$ cat src/rtl/odo_pkg.sv
// ============================================================================
// Differential-drive odometry package
// Shared constants, types and the arctangent table for the pose integrator.
// ============================================================================
package odo_pkg;

    localparam int DATA_W     = 32;
    localparam int CNT_W      = 16;
    localparam int HEAD_W     = 16;
    localparam int CFG_AW     = 2;
    localparam int IDX_W      = 6;
    localparam int ATAN_N     = 24;
    localparam int DIV_STEPS  = 56;
    localparam int CORDIC_STAGES_DEF = 16;

    localparam logic [CFG_AW-1:0] REG_MPC  = 2'd0;
    localparam logic [CFG_AW-1:0] REG_AXLE = 2'd1;

    localparam logic [31:0] MPC_RST  = 32'd4294967;
    localparam logic [31:0] AXLE_RST = 32'd65536;

    // round(2^32 / pi) and the CORDIC inverse gain in Q1.30.
    localparam logic [30:0] INV_PI_Q32  = 31'd1367130551;
    localparam logic [33:0] CORDIC_GAIN = 34'd652032874;

    typedef enum logic [2:0] {
        MUL_NONE,
        MUL_SUM,
        MUL_DIFF,
        MUL_PLO,
        MUL_PHI,
        MUL_X,
        MUL_Y
    } t_mul_op;

    typedef struct packed {
        logic             load_in;
        t_mul_op          mul_op;
        logic             div_step;
        logic             turn;
        logic             cordic_init;
        logic             cordic_step;
        logic             cordic_fix;
        logic             update;
        logic [IDX_W-1:0] idx;
    } t_cmd;

    // Arctangent of 2^-i in 32-bit binary angle units.
    function automatic logic [29:0] atan_bam(input logic [4:0] i);
        logic [29:0] v;
        case (i)
            5'd0:    v = 30'h20000000;
            5'd1:    v = 30'h12E4051E;
            5'd2:    v = 30'h09FB385B;
            5'd3:    v = 30'h051111D4;
            5'd4:    v = 30'h028B0D43;
            5'd5:    v = 30'h0145D7E1;
            5'd6:    v = 30'h00A2F61E;
            5'd7:    v = 30'h00517C55;
            5'd8:    v = 30'h0028BE53;
            5'd9:    v = 30'h00145F2F;
            5'd10:   v = 30'h000A2F98;
            5'd11:   v = 30'h000517CC;
            5'd12:   v = 30'h00028BE6;
            5'd13:   v = 30'h000145F3;
            5'd14:   v = 30'h0000A2FA;
            5'd15:   v = 30'h0000517D;
            5'd16:   v = 30'h000028BE;
            5'd17:   v = 30'h0000145F;
            5'd18:   v = 30'h00000A30;
            5'd19:   v = 30'h00000518;
            5'd20:   v = 30'h0000028C;
            5'd21:   v = 30'h00000146;
            5'd22:   v = 30'h000000A3;
            5'd23:   v = 30'h00000051;
            default: v = 30'h0;
        endcase
        return v;
    endfunction

endpackage

$ cat src/rtl/odo_ctrl.sv
// ============================================================================
// Odometry controller
// Sequences the multiplier, divider and CORDIC steps for one transaction.
// ============================================================================
module odo_ctrl #(
    parameter int CORDIC_STAGES = odo_pkg::CORDIC_STAGES_DEF
) (
    input  logic          i_clk,
    input  logic          i_rst_n,
    input  logic          i_in_valid,
    output logic          o_in_stall,
    output logic          o_out_valid,
    input  logic          i_out_stall,
    output odo_pkg::t_cmd o_cmd
);
    import odo_pkg::*;

    localparam int NSTG = (CORDIC_STAGES > ATAN_N) ? ATAN_N : CORDIC_STAGES;

    typedef enum logic [3:0] {
        S_IDLE, S_MSUM, S_MDIFF, S_DIV, S_MPLO, S_MPHI, S_TURN,
        S_CINIT, S_CROT, S_CFIX, S_MX, S_MY, S_DONE
    } t_state;

    t_state           r_state;
    logic [IDX_W-1:0] r_cnt;
    logic             r_in_stall;
    logic             r_out_valid;
    logic             out_free;

    assign out_free    = !r_out_valid || !i_out_stall;
    assign o_in_stall  = r_in_stall;
    assign o_out_valid = r_out_valid;

    always_comb begin
        o_cmd             = '0;
        o_cmd.mul_op      = MUL_NONE;
        o_cmd.idx         = r_cnt;
        case (r_state)
            S_IDLE:  o_cmd.load_in     = i_in_valid;
            S_MSUM:  o_cmd.mul_op      = MUL_SUM;
            S_MDIFF: o_cmd.mul_op      = MUL_DIFF;
            S_DIV:   o_cmd.div_step    = 1'b1;
            S_MPLO:  o_cmd.mul_op      = MUL_PLO;
            S_MPHI:  o_cmd.mul_op      = MUL_PHI;
            S_TURN:  o_cmd.turn        = 1'b1;
            S_CINIT: o_cmd.cordic_init = 1'b1;
            S_CROT:  o_cmd.cordic_step = 1'b1;
            S_CFIX:  o_cmd.cordic_fix  = 1'b1;
            S_MX:    o_cmd.mul_op      = MUL_X;
            S_MY:    o_cmd.mul_op      = MUL_Y;
            S_DONE:  o_cmd.update      = out_free;
            default: o_cmd.mul_op      = MUL_NONE;
        endcase
    end

    always_ff @(posedge i_clk) begin
        if (!i_rst_n) begin
            r_state     <= S_IDLE;
            r_cnt       <= '0;
            r_in_stall  <= 1'b0;
            r_out_valid <= 1'b0;
        end else begin
            // A new result replaces the old one in the cycle the old one leaves.
            if (r_state == S_DONE && out_free) begin
                r_out_valid <= 1'b1;
            end else if (r_out_valid && !i_out_stall) begin
                r_out_valid <= 1'b0;
            end
            case (r_state)
                S_IDLE: begin
                    if (i_in_valid) begin
                        r_state    <= S_MSUM;
                        r_in_stall <= 1'b1;
                    end
                end
                S_MSUM:  r_state <= S_MDIFF;
                S_MDIFF: begin
                    r_state <= S_DIV;
                    r_cnt   <= '0;
                end
                S_DIV: begin
                    if (r_cnt == IDX_W'(DIV_STEPS - 1)) begin
                        r_state <= S_MPLO;
                        r_cnt   <= '0;
                    end else begin
                        r_cnt <= r_cnt + 1'b1;
                    end
                end
                S_MPLO:  r_state <= S_MPHI;
                S_MPHI:  r_state <= S_TURN;
                S_TURN:  r_state <= S_CINIT;
                S_CINIT: begin
                    r_state <= S_CROT;
                    r_cnt   <= '0;
                end
                S_CROT: begin
                    if (r_cnt == IDX_W'(NSTG - 1)) begin
                        r_state <= S_CFIX;
                        r_cnt   <= '0;
                    end else begin
                        r_cnt <= r_cnt + 1'b1;
                    end
                end
                S_CFIX:  r_state <= S_MX;
                S_MX:    r_state <= S_MY;
                S_MY:    r_state <= S_DONE;
                S_DONE: begin
                    if (out_free) begin
                        r_in_stall  <= 1'b0;
                        r_state     <= S_IDLE;
                    end
                end
                default: r_state <= S_IDLE;
            endcase
        end
    end

endmodule

$ cat config.mk
export PLATFORM = sky130hd
export DESIGN_NAME = odo_ctrl
export DESIGN_NICKNAME = d
export VERILOG_FILES = /design/src/rtl/odo_pkg.sv /design/src/rtl/odo_ctrl.sv
export SDC_FILE = /design/constraint.sdc
export NUM_CORES = 1
export LEC_CHECK = 0
export ABC_AREA = 1
export BUFFER_PORTS_ARGS = -buffer_cell sky130_fd_sc_hd__buf_2
export CELL_PAD_IN_SITES_DETAIL_PLACEMENT = 1
export CELL_PAD_IN_SITES_GLOBAL_PLACEMENT = 1
export CORE_MARGIN = 1
export CORE_UTILIZATION = 36
export CTS_CLUSTER_SIZE = 40
export DETAILED_ROUTE_END_ITERATION = 7
export MAX_ROUTING_LAYER = met4
export PLACE_DENSITY_LB_ADDON = 0.1
export SETUP_SLACK_MARGIN = 0.02
export SLEW_MARGIN = 10
export SYNTH_ARGS = -nofsm -noshare
export SYNTH_HDL_FRONTEND = slang
export SYNTH_SLANG_ARGS = --single-unit
$ cat constraint.sdc
create_clock -name i_clk -period 3.6 [get_ports i_clk]
set_input_delay 0.36 -clock i_clk [delete_from_list [all_inputs] [get_ports i_clk]]
set_output_delay 0.36 -clock i_clk [all_outputs]
set_load 0.005 [all_outputs]
* Yosys cells after proc, flatten, opt, wreduce, memory -nomap -nowiden
Cells that the tools add are included.
** Cells by class
- Add/sub/neg operators :: 1
- Equality and inequality tests :: 18
- Muxes and demuxes :: 21
- Reductions and logical operators :: 12
** Operators with widths (count)
- $pmux 4 s13 :: 1
- $eq 4x4->1 const B :: 5
- $pmux 3 s6 :: 1
- $pmux 6 s3 :: 1
- $eq 4x3->1 const B :: 4
- $mux 4 :: 4
- $mux 6 :: 2
- $mux 1 :: 11
- $eq 4x2->1 const B :: 2
- $ne 2x2->1 const B :: 4
- $add 6x1->6 const B :: 1
- $eq 6x4->1 const B :: 1
- $eq 6x6->1 const B :: 1
- $eq 4x1->1 const B :: 1
- $logic_not 4->1 :: 1
- $reduce_and 4->1 :: 1
- $reduce_bool 2->1 :: 2
- $reduce_and 3->1 :: 1
- $reduce_bool 3->1 :: 1
- $logic_and 1x1->1 :: 2
- $logic_not 1->1 :: 2
- $pmux 1 s2 :: 1
- $reduce_or 2->1 :: 1
- $logic_or 1x1->1 :: 1
** Word-level totals
- Register bits after elaboration :: 12
- Output and inout port bits :: 18

* Longest topological paths before layout
Gate-level depths: netlist of the first run.
- Word-level depth :: 4
- Gate-level depth with buffers :: 10

* Worst setup path after synthesis of the first run
No wires, ideal clock.
- Kind :: reg2out
- Start point :: register r_state[3]
- End point :: output port o_cmd[6] (netlist name)
- Arrival :: 0.885 ns
- Required time :: 3.240 ns
- Slack :: 2.355 ns
- Stages on the path, launching flop included :: 5
- Cells stage by stage :: dfxtp_1 -> nand2_1 -> nor2_1 -> inv_1 -> nor2_1
** RTL lines
- start, declared :: RTL line odo_ctrl.sv:25 : t_state r_state;
- start signal, assigned :: RTL line odo_ctrl.sv:59 : r_state <= S_IDLE;
- start signal, assigned :: RTL line odo_ctrl.sv:73 : r_state <= S_MSUM;
- start signal, assigned :: RTL line odo_ctrl.sv:77 : S_MSUM: r_state <= S_MDIFF;
- end, declared :: RTL line odo_ctrl.sv:14 : output odo_pkg::t_cmd o_cmd

==> flow_summary.json, run 1 <==
{
  "status": "completed",
  "worstSetupEndpointType": "output port",
  "grt_pass1_wl_mm": 3.401,
  "syn_to_final_growth_pct": 21.27,
  "setup_violations": 0,
  "path_cells": "nand2_1 > nor2_1 > inv_1 > nor2_1 > buf_2",
  "top_layer": "met4",
  "fin_crit_ns": 1.803,
  "required_ns": 3.24,
  "wl_per_cell_um": 12.32,
  "cts_tree": "done",
  "via_count": 885,
  "post-route-period-util": 0.5008,
  "wl_met3_um": 67,
  "slowest_delay_ns": 0.50,
  "crit_type": "reg -> out",
  "start_util": 0.3889,
  "clockRootBuffer": "clkbuf_4",
  "ys_types": 18,
  "clkLatencyLatePin_ns": 0.29,
  "die_y_um": 48.27,
  "synth_area_leaders": "dfxtp_1, nand2_1, nor2_1, inv_1, nand3_1",
  "grt_pass1_vias": 792,
  "synth_ff_type": "dfxtp_1",
  "synth_enable_flop_cells": 0,
  "drtIter0Drc": 5,
  "ctsResizeCount": 0,
  "hp-class": "in -> reg",
  "htreeDepth": 1,
  "multi_input_area_um2": 440.4,
  "wirelength_mm": 2.217,
  "antenna_found_initial": 0,
  "final_max_slew_viol_count": 0,
  "crit_path_frequent_cell": "nor2_1",
  "overflow": 0,
  "grt_use_total": 0.2242,
  "die_area_mm2": 0.002330,
  "wl_met1_mm": 1.044,
  "drc": 0,
  "cts-buffers-inserted": 3,
  "peakVddDrop_uv": 282.2,
  "mostFrequentLayoutCell": "nand2_1",
  "dp_hpwl_mm": 1.720,
  "clkSlewWorstSetupHoldPaths_ns": 0.08,
  "coreArea_mm2": 0.001982,
  "avgSynthCellArea_um2": 5.975,
  "whs_ns": 0.3419,
  "cts.sinks": 12,
  "final_layout_size_suffix_gt1_frac": 0.2353,
  "ys.warnings.count": 0,
  "clockBufferDepth": 2,
  "dr.pass1.iters": 4,
  "synth_top_area_share": 0.3117,
  "top_level_ports": 22,
  "die_w_um": 48.27,
  "finalNetCount": 159,
  "arrival_ns": 1.44,
  "seq_area_frac_synth": 0.3117,
  "powerDensity_mw_per_mm2": 788.0,
  "diodes": 0,
  "path_max_fanout": 6,
  "syn_nets": 134,
  "fillers": 298,
  "regToRegSetupSlack_ns": 2.07,
  "port_buffers": 21,
  "postCtsSetupBuffers": 0,
  "max_freq_ghz": 0.5546,
  "hold_viol": 0,
  "via_per_inst": 4.917,
  "grt_max_degree": 12,
  "ctsHoldBuffers": 0,
  "async_flop_share": 0,
  "yosys.area.top_type": "dfxtp_1",
  "synth_seq_cells": 12,
  "drtAntennaViolNets": 0,
  "worst_pin_slew_ns": 0.3314,
  "synth_area_um2": 770.7,
  "fin_ws_ns": 1.797,
  "routabilityCongestion": 0.7582,
  "wl_met2_mm": 1.064,
  "synthCells": 129,
  "final_cell_mix": "nand2_1, nor2_1, buf_2, inv_1, nand3_1",
  "critical_path.top_delay_family": "flip-flops",
  "slowest_stage": "dfxtp_1",
  "slew_headroom": 0.7770,
  "num_rows": 16,
  "path_buf_inv": 2,
  "leakagePower_nw": 0.5412,
  "ff_latch_area_um2": 240.2,
  "cap_violations": 0,
  "cp-start-kind": "flop",
  "rsz0062_at_grt": "no",
  "pre_cts_ws_ns": 2.085,
  "setup_tns_ns": 0,
  "fin_skew_ns": 0.007097
}
==> synthesized netlist by cell type, types with 2 or more instances <==
library cell  number
o211ai_1           2
nor2_2             2
dfxtp_1           12
o21ai_0            5
nand3_1           13
inv_1             18
nand2_2            4
inv_2              3
nor2_1            23
nor3_1             2
a21oi_1            6
nand2_1           33
==> cells by family (layout without fill, tap and decap cells) <==
family / count (synthesis) / count (layout) / share of synthesized area
flops: 12 / 12 / 0.3117
simple gates: 80 / 80 / 0.4578
buf+inv: 22 / 46 / 0.1169
compound gates: 14 / 14 / 0.09739
fa+ha+maj: 1 / 1 / 0.01623
==> state kept, by name (all words and copies together) (netlist names) <==
signal	flops
o_in_stall	1
o_out_valid	1
r_cnt	6
r_state	4
==> power by group <==
part / switching, mW / internal, mW
combinational: 0.259 / 0.143
clock: 0.0551 / 0.0617
sequential: 0.0488 / 0.169
total: 0.363 / 0.374
==> path summary, 6_finish.rpt <==
path / from / endpoint / cells after the start
setup / recovery: r_state[3] / o_cmd[6] / 5
hold / removal: i_out_stall / o_out_valid / 3
setup reg to reg: r_state[2] / r_cnt[1] / 7
hold reg to reg: o_out_valid / o_out_valid / 2
==> final cells by class <==
class / instances / share of cell area
timing repair buffer: 21 / 0.1125
multi-input combinational: 95 / 0.4712
sequential: 12 / 0.2570
tap: 27 / 0.03614
clock buffer: 4 / 0.03882
inverter: 21 / 0.08434
==> layer usage <==
metal / GRT usage / vias up
met3: 0.03333 / 6
met5: - / -
met1: 0.2803 / 409
met2: 0.3547 / 17
met4: 0.1000 / 0
li1: - / 453
==> worst register-to-register path, cell delays in order (launching register included) <==
cell,delay [ns]
dfxtp_1,0.48
inv_2,0.10
nand2_2,0.13
inv_2,0.05
nand2_2,0.08
nand4_2,0.25
o21ai_0,0.27
nor2_1,0.07
==> stage by stage <==
| step | utilization | cells | instance area (um^2) | power [mW] |
|---|---|---|---|---|
| floorplan | - | 129 | 770.7 | 0.5118 |
| global placement | 0.4533 | 176 | 898.4 | 0.6068 |
| detailed placement | 0.4533 | 176 | 898.4 | 0.6238 |
| CTS | 0.4716 | 180 | 934.6 | 0.7450 |
| global route | 0.4716 | 180 | 934.6 | 0.8071 |
| finish | 0.4716 | 180 | 934.6 | 0.7365 |
Note: power is estimated with default switching activity, not from simulation.
==> inputs of run 2 (changes only) <==
--- a/config.mk
+++ b/config.mk
@@ -10,7 +10,7 @@
 export CELL_PAD_IN_SITES_DETAIL_PLACEMENT = 1
 export CELL_PAD_IN_SITES_GLOBAL_PLACEMENT = 1
 export CORE_MARGIN = 1
-export CORE_UTILIZATION = 36
+export CORE_UTILIZATION = 33
 export CTS_CLUSTER_SIZE = 40
 export DETAILED_ROUTE_END_ITERATION = 7
 export MAX_ROUTING_LAYER = met4
==> constraint.sdc (replaced) <==
create_clock -name i_clk -period 1.81 [get_ports i_clk]
set_input_delay 0.181 -clock i_clk [delete_from_list [all_inputs] [get_ports i_clk]]
set_output_delay 0.181 -clock i_clk [all_outputs]
set_load 0.005 [all_outputs]
==> run 2 against run 1 <==
Against the previous run: first-iteration DRC count is 140% higher; clock-buffer cell count is 1 lower; non-clock buffer count stayed put; combinational power up 96%; clock skew down 0.00098 ns; routed wire length down 2.7%; register-to-register slack got worse by 1.7 ns; via count is 2.6% lower.
==> flow_summary.json, run 2 (same netlist as run 1, synthesis figures left out) <==
{
  "slowest_delay_ns": 0.51,
  "ctsResizeCount": 0,
  "die_y_um": 50.33,
  "grt_max_degree": 12,
  "largest_reg_flops": 6,
  "clockBufferDepth": 2,
  "dr.pass1.iters": 4,
  "drtIter0Drc": 12,
  "clkSlewWorstSetupHoldPaths_ns": 0.08,
  "clockRootBuffer": "clkbuf_4",
  "path_buf_inv": 2,
  "cp-start-kind": "flop",
  "htreeDepth": 1,
  "cts-buffers-inserted": 3,
  "r2r-start": "r_cnt[0]",
  "grt_use_total": 0.1966,
  "clkLatencyLatePin_ns": 0.28,
  "routabilityCongestion": 0.7455,
  "cts_tree": "done",
  "final_cell_mix": "nand2_1, nor2_1, buf_2, inv_1, nand3_1",
  "num_rows": 17,
  "wirelength_mm": 2.157,
  "fin_skew_ns": 0.006121,
  "mostFrequentLayoutCell": "nand2_1",
  "required_ns": 1.63,
  "wl_per_cell_um": 11.98,
  "leakagePower_nw": 0.5340,
  "worstSetupEndpointType": "output port",
  "worst_pin_slew_ns": 0.3754,
  "cp-startpoint": "r_state[3]",
  "dp_hpwl_mm": 1.760,
  "powerDensity_mw_per_mm2": 1519,
  "final_max_slew_viol_count": 0,
  "cap_violations": 0,
  "path_max_fanout": 6,
  "crit_type": "reg -> out",
  "rsz0062_at_grt": "no",
  "syn_to_final_growth_pct": 19.64,
  "drtAntennaViolNets": 0,
  "max_freq_ghz": 0.6297,
  "critical_path.top_delay_family": "flip-flops",
  "final_util": 0.4169,
  "diodes": 0,
  "via_per_inst": 4.789,
  "setup_tns_ns": 0,
  "final_layout_size_suffix_gt1_frac": 0.2303,
  "status": "completed",
  "grt_pass1_vias": 817,
  "hp-class": "in -> reg",
  "fin_cells": 180,
  "dp_cells": 177,
  "slew_headroom": 0.7474,
  "fillers": 325,
  "drc": 0,
  "via_count": 862,
  "largest-register": "r_cnt",
  "overflow": 0,
  "fin_ws_ns": 0.2219,
  "coreArea_mm2": 0.002212,
  "peakVddDrop_uv": 539.8,
  "cts.sinks": 12,
  "path_cells": "nand2_1 > nor2_1 > inv_1 > nor2_1 > buf_2",
  "crit_path_frequent_cell": "nor2_1",
  "ctsHoldBuffers": 0,
  "post-route-period-util": 0.8774,
  "port_buffers": 21,
  "antenna_found_initial": 0,
  "die_w_um": 50.33,
  "slowest_stage": "dfxtp_1",
  "fin_crit_ns": 1.588,
  "pre_cts_ws_ns": 0.3221,
  "reg_top3": "r_cnt (6), r_state (4)",
  "postCtsSetupBuffers": 0,
  "hold_start": "i_out_stall",
  "finalNetCount": 159,
  "setup_violations": 0,
  "hold_viol": 0,
  "grt_pass1_wl_mm": 3.622,
  "die_area_mm2": 0.002533,
  "top_level_ports": 22,
  "total_power_mw": 1.401,
  "arrival_ns": 1.41,
  "start_util": 0.3484
}
## run 2: cell types whose count changed in the layout (fill, tap and decap cells not counted)
cell / before / now
clkbuf_8: 1 / 0
## run 2: per-stage QoR
stage / hold WS, ns / instance area (um^2)
floorplan: 0.3014 / 770.7
global placement: 0.4622 / 899.6
detailed placement: 0.4775 / 899.6
CTS: 0.1910 / 922.1
global route: 0.2119 / 922.1
finish: 0.1884 / 922.1
## run 2: tightest hold or removal path: stages
cell and delay [ns]:
buf_2 0.10, nand2_1 0.08, a21oi_1 0.07
## run 2: final cells by class
cell class                      instances  area [um^2]  share of cell area
Inverter                               21        78.83             0.08548
Multi-Input combinational cell         95        440.4              0.4776
Sequential cell                        12        240.2              0.2605
Clock buffer                            3        22.52             0.02442
Timing Repair Buffer                   21        105.1              0.1140
Tap cell                               28        35.03             0.03799
## run 2: metal layers
metal / track usage / vias to the layer above / routed length, um
met5: - / - / 0
met4: 0.08333 / 0 / 28
met3: 0.02727 / 4 / 75
met2: 0.3089 / 21 / 949
met1: 0.2519 / 386 / 1103
li1: - / 451 / -
## run 2: worst paths after layout
kind / to / slack (ns) / depth (start not counted)
max reg2reg: r_state[2] / 0.34 / 8
max: o_cmd[6] / 0.22 / 5
min reg2reg: o_out_valid / 0.50 / 2
min: o_out_valid / 0.19 / 3
## run 2: report_power, final
group / internal [mW] / switching (mW)
sequential: 0.337 / 0.0988
combinational: 0.283 / 0.506
clock: 0.0771 / 0.0994
==> inputs of run 3 (changes only) <==
--- a/config.mk
+++ b/config.mk
@@ -5,12 +5,12 @@
 export SDC_FILE = /design/constraint.sdc
 export NUM_CORES = 1
 export LEC_CHECK = 0
-export ABC_AREA = 1
 export BUFFER_PORTS_ARGS = -buffer_cell sky130_fd_sc_hd__buf_2
 export CELL_PAD_IN_SITES_DETAIL_PLACEMENT = 1
 export CELL_PAD_IN_SITES_GLOBAL_PLACEMENT = 1
 export CORE_MARGIN = 1
-export CORE_UTILIZATION = 33
+export CORE_UTILIZATION = 35
+export CTS_CLUSTER_DIAMETER = 150
 export CTS_CLUSTER_SIZE = 40
 export DETAILED_ROUTE_END_ITERATION = 7
 export MAX_ROUTING_LAYER = met4
==> run 3 against run 2 <==
Against the previous run: utilization up 6.8 points; largest cell class unchanged; clock skew down 0.0025 ns; die area down 7.5%; clock power up 26%; final cell count down 17%; combinational power down 86%; maximum frequency down 7.0%; flip-flop and latch count unchanged; worst hold slack better by 0.040 ns; critical path depth unchanged; clock-buffer cell count up 1; first-iteration DRC count up 42%.
==> flow_summary.json, run 3 <==
{
  "worst_pin_slew_ns": 0.4458,
  "postCtsSetupBuffers": 0,
  "grt_use_total": 0.2082,
  "reg_top3": "r_cnt (6), r_state (4)",
  "largest_reg_flops": 6,
  "mostFrequentLayoutCell": "buf_2",
  "clockBufferDepth": 2,
  "synth_top_area_share": 0.3189,
  "ys.warnings.count": 0,
  "postPlaceCellArea_um2": 924.6,
  "antenna_found_initial": 0,
  "final_cell_mix": "buf_2, a21oi_1, dfxtp_1",
  "wirelength_mm": 2.227,
  "synth-compound-area-share": 0.2226,
  "seq_area_frac_synth": 0.3189,
  "grt_pass1_wl_mm": 3.739,
  "comb_power_share": 0.178,
  "wl_per_cell_um": 14.85,
  "rsz0062_at_grt": "yes",
  "drtIter0Drc": 17,
  "yosys.area_share.xor_xnor": 0.03488,
  "whs_ns": 0.2285,
  "cts-buffers-inserted": 3,
  "cts_tree": "done",
  "dp_hpwl_mm": 1.702,
  "die_y_um": 48.39,
  "final_max_slew_viol_count": 0,
  "drtAntennaViolNets": 0,
  "fin_crit_ns": 1.708,
  "multi_input_area_um2": 474.2,
  "die_w_um": 48.39,
  "start_util": 0.3762,
  "synth_ff_type": "dfxtp_1",
  "pre_cts_ws_ns": 0.1141,
  "grt_max_degree": 14,
  "coreArea_mm2": 0.002002,
  "top_level_ports": 22,
  "path_cells": "ha_2 > nand3_1 > o31a_1 > or4_4 > nor3_2",
  "slowest_stage": "or4_4",
  "routabilityCongestion": 0.8808,
  "p_sw_frac": 0.2781,
  "path_max_fanout": 3,
  "slowest_delay_ns": 0.53,
  "drc": 0,
  "synth_area_um2": 753.2,
  "synth_fa_ha_area_frac": 0.01661,
  "setup_tns_ns": 0,
  "final_util": 0.4850,
  "finalNetCount": 129,
  "synth.area.mux_share": 0,
  "yosys.area.top_type": "dfxtp_1",
  "yosys-top-cells-count": "a21oi_1, dfxtp_1, nand2_1, nor2_1",
  "final_layout_size_suffix_gt1_frac": 0.3496,
  "peakVddDrop_uv": 345.3,
  "crit_type": "reg -> reg",
  "worstSetupEndpointType": "flop",
  "die_area_mm2": 0.002342,
  "fin_skew_ns": 0.003653,
  "max_freq_ghz": 0.5855,
  "synth_area_leaders": "dfxtp_1, a21oi_1, nand2_1, nor2_1, nor4b_4",
  "via_per_inst": 5.533,
  "p_seq_frac": 0.464,
  "p_switching_uw": 173.3,
  "diodes": 0,
  "htreeDepth": 1,
  "leakagePower_nw": 0.4017,
  "syn_nets": 99,
  "synth_seq_cells": 12,
  "ys_types": 37,
  "ctsHoldBuffers": 0,
  "clockPowerShare": 0.357,
  "hold_viol": 0,
  "clockRootBuffer": "clkbuf_4",
  "synth_top_family_by_area": "simple AND/OR/NAND/NOR gates",
  "grt_pass1_vias": 803,
  "synth.most_common_cell": "a21oi_1",
  "avgSynthCellArea_um2": 8.013,
  "ff_latch_area_um2": 242.7,
  "synthCells": 94,
  "port_buffers": 21,
  "async_flop_share": 0,
  "cap_violations": 0,
  "powerDensity_mw_per_mm2": 641.7,
  "fillers": 266,
  "arrival_ns": 1.92,
  "synth_enable_flop_cells": 0,
  "cts.sinks": 12,
  "fin_cells": 150,
  "overflow": 0,
  "dr.pass1.iters": 4,
  "required_ns": 2.03,
  "largest-register": "r_cnt",
  "slew_headroom": 0.7028,
  "total_power_uw": 623.0,
  "p_int_uw": 449.7,
  "syn_to_final_growth_pct": 28.90,
  "critical_path.top_delay_family": "simple AND/OR/NAND/NOR gates",
  "synthSimpleGateAreaFrac": 0.3455,
  "hp-class": "in -> reg",
  "dp_cells": 146,
  "clkSlewWorstSetupHoldPaths_ns": 0.08,
  "design_area_um2": 970.9,
  "cp-start-kind": "flop",
  "post-route-period-util": 0.9435,
  "num_rows": 16,
  "path_buf_inv": 0,
  "clkLatencyLatePin_ns": 0.28,
  "setup_violations": 0,
  "fin_ws_ns": 0.1022,
  "status": "completed",
  "via_count": 830
}
-- run 3: worst register-to-register path, stage by stage, from the launching register on --
cell and delay, ns:
dfxtp_1 0.35, ha_2 0.19, nand3_1 0.12, o31a_1 0.29, or4_4 0.53, nor3_2 0.17
-- run 3: layout make-up --
class	count	share of cell area
Inverter	3	0.01160
Timing Repair Buffer	30	0.1778
Sequential cell	12	0.2500
Clock buffer	4	0.03737
Tap cell	27	0.03479
Multi-Input combinational cell	74	0.4884
-- run 3: final timing paths --
kind | slack (ns) | end | cells past startpoint | from
setup / recovery | 0.10 | r_state[1] | 5 | r_cnt[0]
hold reg to reg | 0.49 | o_in_stall | 2 | o_in_stall
hold / removal | 0.23 | o_out_valid | 3 | i_out_stall
setup reg to reg | 0.10 | r_state[1] | 5 | r_cnt[0]
-- run 3: layer usage --
| metal | track usage | wire length [um] |
|---|---|---|
| met3 | 0.06289 | 124 |
| met5 | - | 0 |
| met4 | 0.01471 | 11 |
| met2 | 0.3521 | 1057 |
| met1 | 0.2553 | 1033 |
-- run 3: cells by family (layout without fill, tap and decap cells) --
logic type               count (synthesis)  count (layout)
AO/OA/AOI/OAI                           28              28
XOR/XNOR                                 3               3
adder cells (fa/ha/maj)                  1               1
buffers and inverters                    8              37
flip-flops                              12              12
AND/OR/NAND/NOR                         42              42
-- run 3: power by group through the flow --
stage	clock [mW]	combinational, mW	sequential [mW]
2_1_floorplan	0	0.0757	0.289
3_5_place_dp	0	0.109	0.295
3_3_place_gp	0	0.107	0.293
4_1_cts	0.226	0.109	0.288
6_report	0.223	0.111	0.289
5_1_grt	0.236	0.124	0.291
-- run 3: what timing repair did --
item                                   CTS  global route
gates resized for setup                  0             4
setup endpoints to repair                0             4
endpoints found under the hold margin    0             0
